$ cat src/hw/rtl/rct_pkg.sv
// rct_pkg: shared constants for the resource claim table.
// Operation and status codes, field widths and parameter defaults.
// No dependencies.
`default_nettype none

package rct_pkg;

    // parameter defaults
    localparam int MAX_CLAIMS_DEF = 16;
    localparam int TYPE_BITS_DEF  = 4;
    localparam int OWNER_BITS_DEF = 8;

    // port field widths
    localparam int OP_W     = 2;
    localparam int TYPE_IN_W = 4;
    localparam int ID_W     = 32;
    localparam int OWNER_IN_W = 8;
    localparam int STATUS_W = 2;

    // operation codes
    localparam logic [OP_W-1:0] OP_CLAIM   = 2'd0;
    localparam logic [OP_W-1:0] OP_RELEASE = 2'd1;
    localparam logic [OP_W-1:0] OP_QUERY   = 2'd2;
    localparam logic [OP_W-1:0] OP_CLEAR   = 2'd3;

    // status codes
    localparam logic [STATUS_W-1:0] ST_OK        = 2'd0;
    localparam logic [STATUS_W-1:0] ST_INVALID   = 2'd1;
    localparam logic [STATUS_W-1:0] ST_BUSY      = 2'd2;
    localparam logic [STATUS_W-1:0] ST_EXHAUSTED = 2'd3;

endpackage

`default_nettype wire

$ cat src/hw/rtl/resource_claim_table.sv
// resource_claim_table: top level of the hardware semaphore ownership table.
// Depends on rct_pkg and rct_cell.
//
// Usage:
//  - Input channel (i_in_valid / o_in_stall) takes one request word:
//    operation, resource type, resource id and owner. Output channel
//    (o_out_valid / i_out_stall) returns one word per request: status and
//    the held flag (held is set only for a query of a claimed resource).
//  - One request is worked at a time. A request token walks the row of
//    MAX_CLAIMS cells, one cell per cycle, picking up the first live match
//    and the last live entry. At the tail the result is formed and the
//    table is updated in the same cycle.
//  - The request passes r_start and the MAX_CLAIMS cell registers to the
//    tail. The next request is taken the cycle after the result is formed.
//    The length of the cell chain sets the latency.
//  - The result sits in an output register; a new request is accepted while
//    it waits. If the receiver still stalls when the next search reaches
//    the tail, the block holds there until the output register frees up.
//  - Reset (synchronous, active low) empties the table (live count zero)
//    and drops any pending result. Slot contents are not cleared; only
//    slots below the live count are ever looked at.
`default_nettype none

module resource_claim_table
    import rct_pkg::*;
#(
    parameter int MAX_CLAIMS = MAX_CLAIMS_DEF,
    parameter int TYPE_BITS  = TYPE_BITS_DEF,
    parameter int OWNER_BITS = OWNER_BITS_DEF
) (
    input  wire logic                  i_clk,
    input  wire logic                  i_rst_n,
    input  wire logic                  i_in_valid,
    output logic                       o_in_stall,
    input  wire logic [OP_W-1:0]       i_operation,
    input  wire logic [TYPE_IN_W-1:0]  i_res_type,
    input  wire logic [ID_W-1:0]       i_res_id,
    input  wire logic [OWNER_IN_W-1:0] i_owner,
    output logic                       o_out_valid,
    input  wire logic                  i_out_stall,
    output logic [STATUS_W-1:0]        o_status,
    output logic                       o_held
);

    localparam int IDX_W   = (MAX_CLAIMS > 1) ? $clog2(MAX_CLAIMS) : 1;
    localparam int CNT_W   = $clog2(MAX_CLAIMS + 1);
    localparam int KEY_W   = TYPE_BITS + ID_W;
    localparam int ENT_W   = KEY_W + OWNER_BITS;
    localparam int TYPE_XW = (TYPE_BITS > TYPE_IN_W) ? TYPE_BITS : TYPE_IN_W;
    localparam int OWN_XW  = (OWNER_BITS > OWNER_IN_W) ? OWNER_BITS : OWNER_IN_W;
    localparam logic [CNT_W-1:0] FULL = CNT_W'(MAX_CLAIMS);

    typedef enum logic [2:0] {
        S_IDLE = 3'b001,
        S_SCAN = 3'b010,
        S_HOLD = 3'b100
    } t_state;

    t_state                r_state, n_state;
    logic                  r_start;
    logic [CNT_W-1:0]      r_count, n_count;
    logic [OP_W-1:0]       r_op;
    logic [KEY_W-1:0]      r_key;
    logic [OWNER_BITS-1:0] r_own;
    logic                  r_out_valid, n_out_valid;
    logic [STATUS_W-1:0]   r_status, n_status;
    logic                  r_held, n_held;

    // chain taps: element 0 is the head, element MAX_CLAIMS the tail
    logic [MAX_CLAIMS:0]   c_go;
    logic [MAX_CLAIMS:0]   c_hit;
    logic [IDX_W-1:0]      c_idx  [0:MAX_CLAIMS];
    logic [OWNER_BITS-1:0] c_own  [0:MAX_CLAIMS];
    logic [ENT_W-1:0]      c_last [0:MAX_CLAIMS];

    logic [TYPE_XW-1:0]    type_x;
    logic [OWN_XW-1:0]     own_x;
    logic                  accept;
    logic                  out_free;
    logic                  finish;
    logic                  own_null;
    logic                  own_match;
    logic                  wr_en;
    logic [IDX_W-1:0]      wr_idx;
    logic [ENT_W-1:0]      wr_ent;

    // only the low TYPE_BITS / OWNER_BITS of the port fields count
    assign type_x = TYPE_XW'(i_res_type);
    assign own_x  = OWN_XW'(i_owner);

    assign o_in_stall = (r_state != S_IDLE);
    assign accept     = i_in_valid && !o_in_stall;
    assign out_free   = !r_out_valid || !i_out_stall;

    // result is formed when the token reaches the tail and the output register is free, or later from HOLD
    assign finish = out_free && ((r_state == S_SCAN && c_go[MAX_CLAIMS]) || r_state == S_HOLD);

    assign own_null  = (r_own == '0);
    assign own_match = (c_own[MAX_CLAIMS] == r_own);

    assign c_go[0]   = r_start;
    assign c_hit[0]  = 1'b0;
    assign c_idx[0]  = '0;
    assign c_own[0]  = '0;
    assign c_last[0] = '0;

    for (genvar g = 0; g < MAX_CLAIMS; g++) begin : g_cell
        rct_cell #(
            .IDX        (g),
            .MAX_CLAIMS (MAX_CLAIMS),
            .TYPE_BITS  (TYPE_BITS),
            .OWNER_BITS (OWNER_BITS)
        ) u_cell (
            .i_clk     (i_clk),
            .i_rst_n   (i_rst_n),
            .i_count   (r_count),
            .i_key     (r_key),
            .i_wr_en   (wr_en),
            .i_wr_idx  (wr_idx),
            .i_wr_ent  (wr_ent),
            .i_go      (c_go[g]),
            .i_hit     (c_hit[g]),
            .i_hit_idx (c_idx[g]),
            .i_hit_own (c_own[g]),
            .i_last    (c_last[g]),
            .o_go      (c_go[g+1]),
            .o_hit     (c_hit[g+1]),
            .o_hit_idx (c_idx[g+1]),
            .o_hit_own (c_own[g+1]),
            .o_last    (c_last[g+1])
        );
    end

    // decision at the tail: status, held flag, table write and count update
    always_comb begin
        n_status = r_status;
        n_held   = r_held;
        n_count  = r_count;
        wr_en    = 1'b0;
        wr_idx   = c_idx[MAX_CLAIMS];
        wr_ent   = c_last[MAX_CLAIMS];
        if (finish) begin
            n_status = ST_OK;
            n_held   = 1'b0;
            unique case (r_op)
                OP_CLAIM: begin
                    if (own_null) begin
                        n_status = ST_INVALID;
                    end else if (c_hit[MAX_CLAIMS]) begin
                        n_status = own_match ? ST_OK : ST_BUSY;
                    end else if (r_count >= FULL) begin
                        n_status = ST_EXHAUSTED;
                    end else begin
                        // append after the last live entry
                        wr_en   = 1'b1;
                        wr_idx  = r_count[IDX_W-1:0];
                        wr_ent  = {r_key, r_own};
                        n_count = r_count + CNT_W'(1);
                    end
                end
                OP_RELEASE: begin
                    if (!own_null && c_hit[MAX_CLAIMS] && own_match) begin
                        // last live entry fills the freed slot
                        wr_en   = 1'b1;
                        n_count = r_count - CNT_W'(1);
                    end else begin
                        n_status = ST_INVALID;
                    end
                end
                OP_QUERY: begin
                    n_held = c_hit[MAX_CLAIMS];
                end
                OP_CLEAR: begin
                    n_count = '0;
                end
                default: begin
                    n_status = ST_INVALID;
                end
            endcase
        end
    end

    always_comb begin
        n_out_valid = r_out_valid;
        if (finish) begin
            n_out_valid = 1'b1;
        end else if (r_out_valid && !i_out_stall) begin
            n_out_valid = 1'b0;
        end
    end

    always_comb begin
        n_state = r_state;
        unique case (r_state)
            S_IDLE: begin
                if (accept) begin
                    n_state = S_SCAN;
                end
            end
            S_SCAN: begin
                if (c_go[MAX_CLAIMS]) begin
                    n_state = finish ? S_IDLE : S_HOLD;
                end
            end
            S_HOLD: begin
                if (finish) begin
                    n_state = S_IDLE;
                end
            end
            default: begin
                n_state = S_IDLE;
            end
        endcase
    end

    always_ff @(posedge i_clk) begin
        if (!i_rst_n) begin
            r_state     <= S_IDLE;
            r_start     <= 1'b0;
            r_count     <= '0;
            r_out_valid <= 1'b0;
        end else begin
            r_state     <= n_state;
            r_start     <= accept;
            r_count     <= n_count;
            r_out_valid <= n_out_valid;
        end
    end

    always_ff @(posedge i_clk) begin
        if (accept) begin
            r_op  <= i_operation;
            r_key <= {type_x[TYPE_BITS-1:0], i_res_id};
            r_own <= own_x[OWNER_BITS-1:0];
        end
        r_status <= n_status;
        r_held   <= n_held;
    end

    assign o_out_valid = r_out_valid;
    assign o_status    = r_status;
    assign o_held      = r_held;

endmodule

`default_nettype wire

$ cat src/hw/rtl/rct_cell.sv
// rct_cell: one slot of the claim table plus one stage of the search chain.
// Holds a {type, id, owner} entry and forwards the search token to its neighbor.
// Depends on rct_pkg.
`default_nettype none

module rct_cell
    import rct_pkg::*;
#(
    parameter int IDX        = 0,
    parameter int MAX_CLAIMS = MAX_CLAIMS_DEF,
    parameter int TYPE_BITS  = TYPE_BITS_DEF,
    parameter int OWNER_BITS = OWNER_BITS_DEF,
    localparam int IDX_W = (MAX_CLAIMS > 1) ? $clog2(MAX_CLAIMS) : 1,
    localparam int CNT_W = $clog2(MAX_CLAIMS + 1),
    localparam int KEY_W = TYPE_BITS + ID_W,
    localparam int ENT_W = KEY_W + OWNER_BITS
) (
    input  wire logic                  i_clk,
    input  wire logic                  i_rst_n,
    input  wire logic [CNT_W-1:0]      i_count,
    input  wire logic [KEY_W-1:0]      i_key,
    input  wire logic                  i_wr_en,
    input  wire logic [IDX_W-1:0]      i_wr_idx,
    input  wire logic [ENT_W-1:0]      i_wr_ent,
    input  wire logic                  i_go,
    input  wire logic                  i_hit,
    input  wire logic [IDX_W-1:0]      i_hit_idx,
    input  wire logic [OWNER_BITS-1:0] i_hit_own,
    input  wire logic [ENT_W-1:0]      i_last,
    output logic                       o_go,
    output logic                       o_hit,
    output logic [IDX_W-1:0]           o_hit_idx,
    output logic [OWNER_BITS-1:0]      o_hit_own,
    output logic [ENT_W-1:0]           o_last
);

    localparam logic [CNT_W-1:0] MY_POS  = CNT_W'(IDX);
    localparam logic [CNT_W-1:0] MY_NEXT = CNT_W'(IDX + 1);
    localparam logic [IDX_W-1:0] MY_IDX  = IDX_W'(IDX);

    logic [ENT_W-1:0] r_ent;
    logic             hit_here;

    // first live match along the chain wins
    assign hit_here = (MY_POS < i_count) && !i_hit && (r_ent[ENT_W-1:OWNER_BITS] == i_key);

    always_ff @(posedge i_clk) begin
        if (i_wr_en && (i_wr_idx == MY_IDX)) begin
            r_ent <= i_wr_ent;
        end
    end

    always_ff @(posedge i_clk) begin
        if (!i_rst_n) begin
            o_go <= 1'b0;
        end else begin
            o_go <= i_go;
        end
    end

    // token payload moves only with the go pulse, so the tail holds it afterward
    always_ff @(posedge i_clk) begin
        if (i_go) begin
            o_hit     <= i_hit | hit_here;
            o_hit_idx <= hit_here ? MY_IDX : i_hit_idx;
            o_hit_own <= hit_here ? r_ent[OWNER_BITS-1:0] : i_hit_own;
            o_last    <= (MY_NEXT == i_count) ? r_ent : i_last;
        end
    end

endmodule

`default_nettype wire
$ cat config.mk
export PLATFORM = sky130hd
export DESIGN_NAME = resource_claim_table
export DESIGN_NICKNAME = d
export VERILOG_FILES = /design/src/hw/rtl/rct_pkg.sv /design/src/hw/rtl/resource_claim_table.sv /design/src/hw/rtl/rct_cell.sv
export SDC_FILE = /design/constraint.sdc
export NUM_CORES = 2
export LEC_CHECK = 0
export BUFFER_PORTS_ARGS = -buffer_cell sky130_fd_sc_hd__buf_4
export CORE_ASPECT_RATIO = 0.5
export CORE_MARGIN = 3
export CORE_UTILIZATION = 60
export CTS_CLUSTER_DIAMETER = 150
export DETAILED_ROUTE_END_ITERATION = 7
export PLACE_DENSITY = 0.76
export SLEW_MARGIN = 0
export SYNTH_ARGS = -nofsm -noshare
export SYNTH_HDL_FRONTEND = slang
export SYNTH_HIERARCHICAL = 1
export SYNTH_SLANG_ARGS = --single-unit
$ cat constraint.sdc
create_clock -name i_clk -period 20.4 [get_ports i_clk]
set_clock_uncertainty 0.1 [all_clocks]
set_input_delay 3.06 -clock i_clk [delete_from_list [all_inputs] [get_ports i_clk]]
set_output_delay 3.06 -clock i_clk [all_outputs]
set_load 0.1 [all_outputs]
==> impl_metrics.ini <==
[power_and_ir_drop]
leakage_nw = 25.6
ir_drop_mv = 0.0843
power_per_cell_area_nw_per_um2 = 85.8

[sta]
finalHoldViolCount = 0
worst_pin_slew_ns = 1.26
finalSetupTns_ns = 0
rsz0062_at_grt = no
max_freq_mhz = 182
fin_ws_ns = 14.92
post-route-period-util_pct = 26.9
maxSlewViolCount = 0
slew_headroom_pct = 15.6
setup_viol = 0
period_minus_slack_ns = 5.48

[floorplanning]
ioPinCount = 55
die_y_um = 247
dieArea_sq_um = 121000
start_util_pct = 61.2
core_sq_um = 114000
die_w_um = 488
rows = 87

[detailed_routing]
drt_iter0_drc = 4611
antenna_left = 0
drt_pass1_iterations = 7
drc = 0
routedWlPerCell_um = 29.5
totalWireLength_um = 166000
viasPerCell = 6.17
vias = 34900

[global_routing]
grt_antenna_before_repair = 0
grtUsageTotal_pct = 27.7
grt_pass1_wl_um = 239000
grt_pass1_vias = 34600
grt_max_degree = 59
grt-ovfl-total = 0

[critical_path]
critPathKind = input pin to flip-flop
required_ns = 20.67
path_max_fanout = 44
startpoint_type = input pin
cp.arrival_ns = 5.75
crit_path_end_kind = flip-flop

[clock_tree]
clockBufferDepth = 3
htree_levels = 4
holdBufCountCts = 0
cts_made_buffers = 142
cts.clk_slew.worst_paths_ns = 0.07
clock-sinks = 1691
clockRootBuffer = clkbuf_16
cts_setup_buffers = 0
cts_tree = yes
cts_resized = 0
clock_latency_ns = 0.77

[yosys]
synth.most_common_cell = edfxtp_1
synth_common_cells = edfxtp_1, mux2_2, xor2_1, xnor2_1, nor4_1
synth_area_sq_um = 69800
netlist.area_leader.share_pct = 71.6
synth-edff-count = 1665
yosys-top-cells-area = edfxtp_1, mux2_2, xor2_1
async_reset_ff_share_pct = 0
synth_flop_cell = edfxtp_1
synth.distinct_cells = 77
synth.avg_cell_area_sq_um = 18.5
ys_ff_latch = 1691
yosysWarnings = 6
netlist_instances = 3767
yosysSeqAreaShare_pct = 72.3
yosysTopAreaCell = edfxtp_1

[final_layout]
regArea_sq_um = 50500
drive_gt1_share_pct = 30.8
syn_to_final_growth_pct = 10.5
n_antenna_cell = 0
nFillCells = 7138
nets = 4075
multi_input_area_sq_um = 19100

[placement]
pre_cts_ws_ns = 14.16
hpwl_um = 112000
io_buffers = 54
place.gp.congestion = 0.929

[status]
status = finished, final reports clean

[hold_path]
min_path_type = flip-flop to flip-flop

[flow_run]
drv_cap = 0
==> worst max-delay path: stages <==
cell and delay, ns:
buf_4 0.11, and2_1 0.19, a211oi_4 0.36, nand4_4 0.28, mux2_4 0.49, nand4b_1 0.27, nor2_4 0.94
==> logic make-up (layout without fill, tap and decap cells) <==
| family | Yosys count | in the layout | synth area share, % |
|---|---|---|---|
| xor gates and xnor gates | 549 | 549 | 6.89 |
| DFF | 1691 | 1691 | 72.3 |
| other | 1 | 58 | 0.00537 |
| adders and majority gates | 4 | 4 | 0.0824 |
| AOI/OAI and AO/OA | 79 | 79 | 0.910 |
| and+or+nand+nor | 448 | 448 | 4.30 |
| muxes | 868 | 868 | 14.5 |
| buffers and inverters | 127 | 436 | 0.966 |
==> path summary, 6_finish.rpt <==
kind	cells after the start	end	slack [ns]	from
setup / recovery	7	g_cell[10].u_cell/r_ent[21]	14.92	i_out_stall
hold / removal	1	g_cell[10].u_cell/o_hit_idx[3]	0.40	g_cell[9].u_cell/o_hit_idx[3]
setup reg to reg	6	g_cell[3].u_cell/o_hit_own[0]	16.42	r_key[8]
hold reg to reg	1	g_cell[10].u_cell/o_hit_idx[3]	0.40	g_cell[9].u_cell/o_hit_idx[3]
==> power by group <==
group | switching (mW) | internal (mW) | leakage (nW)
clock network | 1.20 | 1.43 | 2.17
logic | 0.131 | 0.0601 | 8.23
registers | 0.00909 | 3.79 | 15.2
==> sequential cells by signal, summed over array words and instances (netlist names) <==
name / cells
o_held: 1
r_count: 5
r_key: 36
g_cell.u_cell/o_hit_idx: 64
g_cell.u_cell/o_hit: 16
r_op: 2
o_status: 2
r_start: 1
r_state: 3
r_own: 8
g_cell.u_cell/r_ent: 704
g_cell.u_cell/o_go: 16
g_cell.u_cell/o_hit_own: 128
o_out_valid: 1
g_cell.u_cell/o_last: 704
==> cells in the final DEF (no fill, tap or decap), types with 7 or more instances in the layout <==
cell type and count:
clkbuf_16 152, clkbuf_1 29, dfxtp_2 18, nor2b_1 36
a21oi_1 14, clkinv_1 27, nor3_1 16, edfxtp_1 1665
clkinv_2 27, and2_1 19, or2_2 34, clkinvlp_4 9
nand2_1 40, nand4_1 60, nand2b_1 26, mux2_1 67
inv_1 36, and2b_2 7, o21ai_0 19, nor4_4 13
buf_4 144, conb_1 58, xor2_1 440, mux2_4 96
nor2_4 10, dfxtp_1 8, mux2_2 705, xnor2_1 109
nor2_1 13, nor4_1 105
==> per-layer routing <==
layer / track usage (%) / up-vias / share of wire [%]
li1: - / 15000 / -
met1: 42.0 / 17600 / 42
met2: 40.6 / 1973 / 44
met3: 5.24 / 275 / 11
met4: 9.36 / 0 / 3.1
met5: 0 / - / 0
==> layout make-up <==
cell class / instances / area share [%]
repair buffers: 144 / 1.40
multi-input cells: 2006 / 24.7
well taps: 1513 / 2.45
inverters: 36 / 0.175
clock buffers: 183 / 5.11
flip-flops and latches: 1691 / 65.5
clock inverters: 73 / 0.658
==> metrics by stage <==
step	utilization (%)	instances	power (mW)	cell area, sq um	hold WS, ns
floorplan	-	3824	3.97	70100	0.375
finish	67.6	5646	6.62	77200	0.403
CTS	67.6	5646	6.65	77100	0.404
global route	67.6	5646	6.80	77200	0.414
detailed placement	63.7	5390	4.06	72700	0.389
global placement	63.7	5390	4.05	72700	0.385
Power figures use the tool's default switching activity.
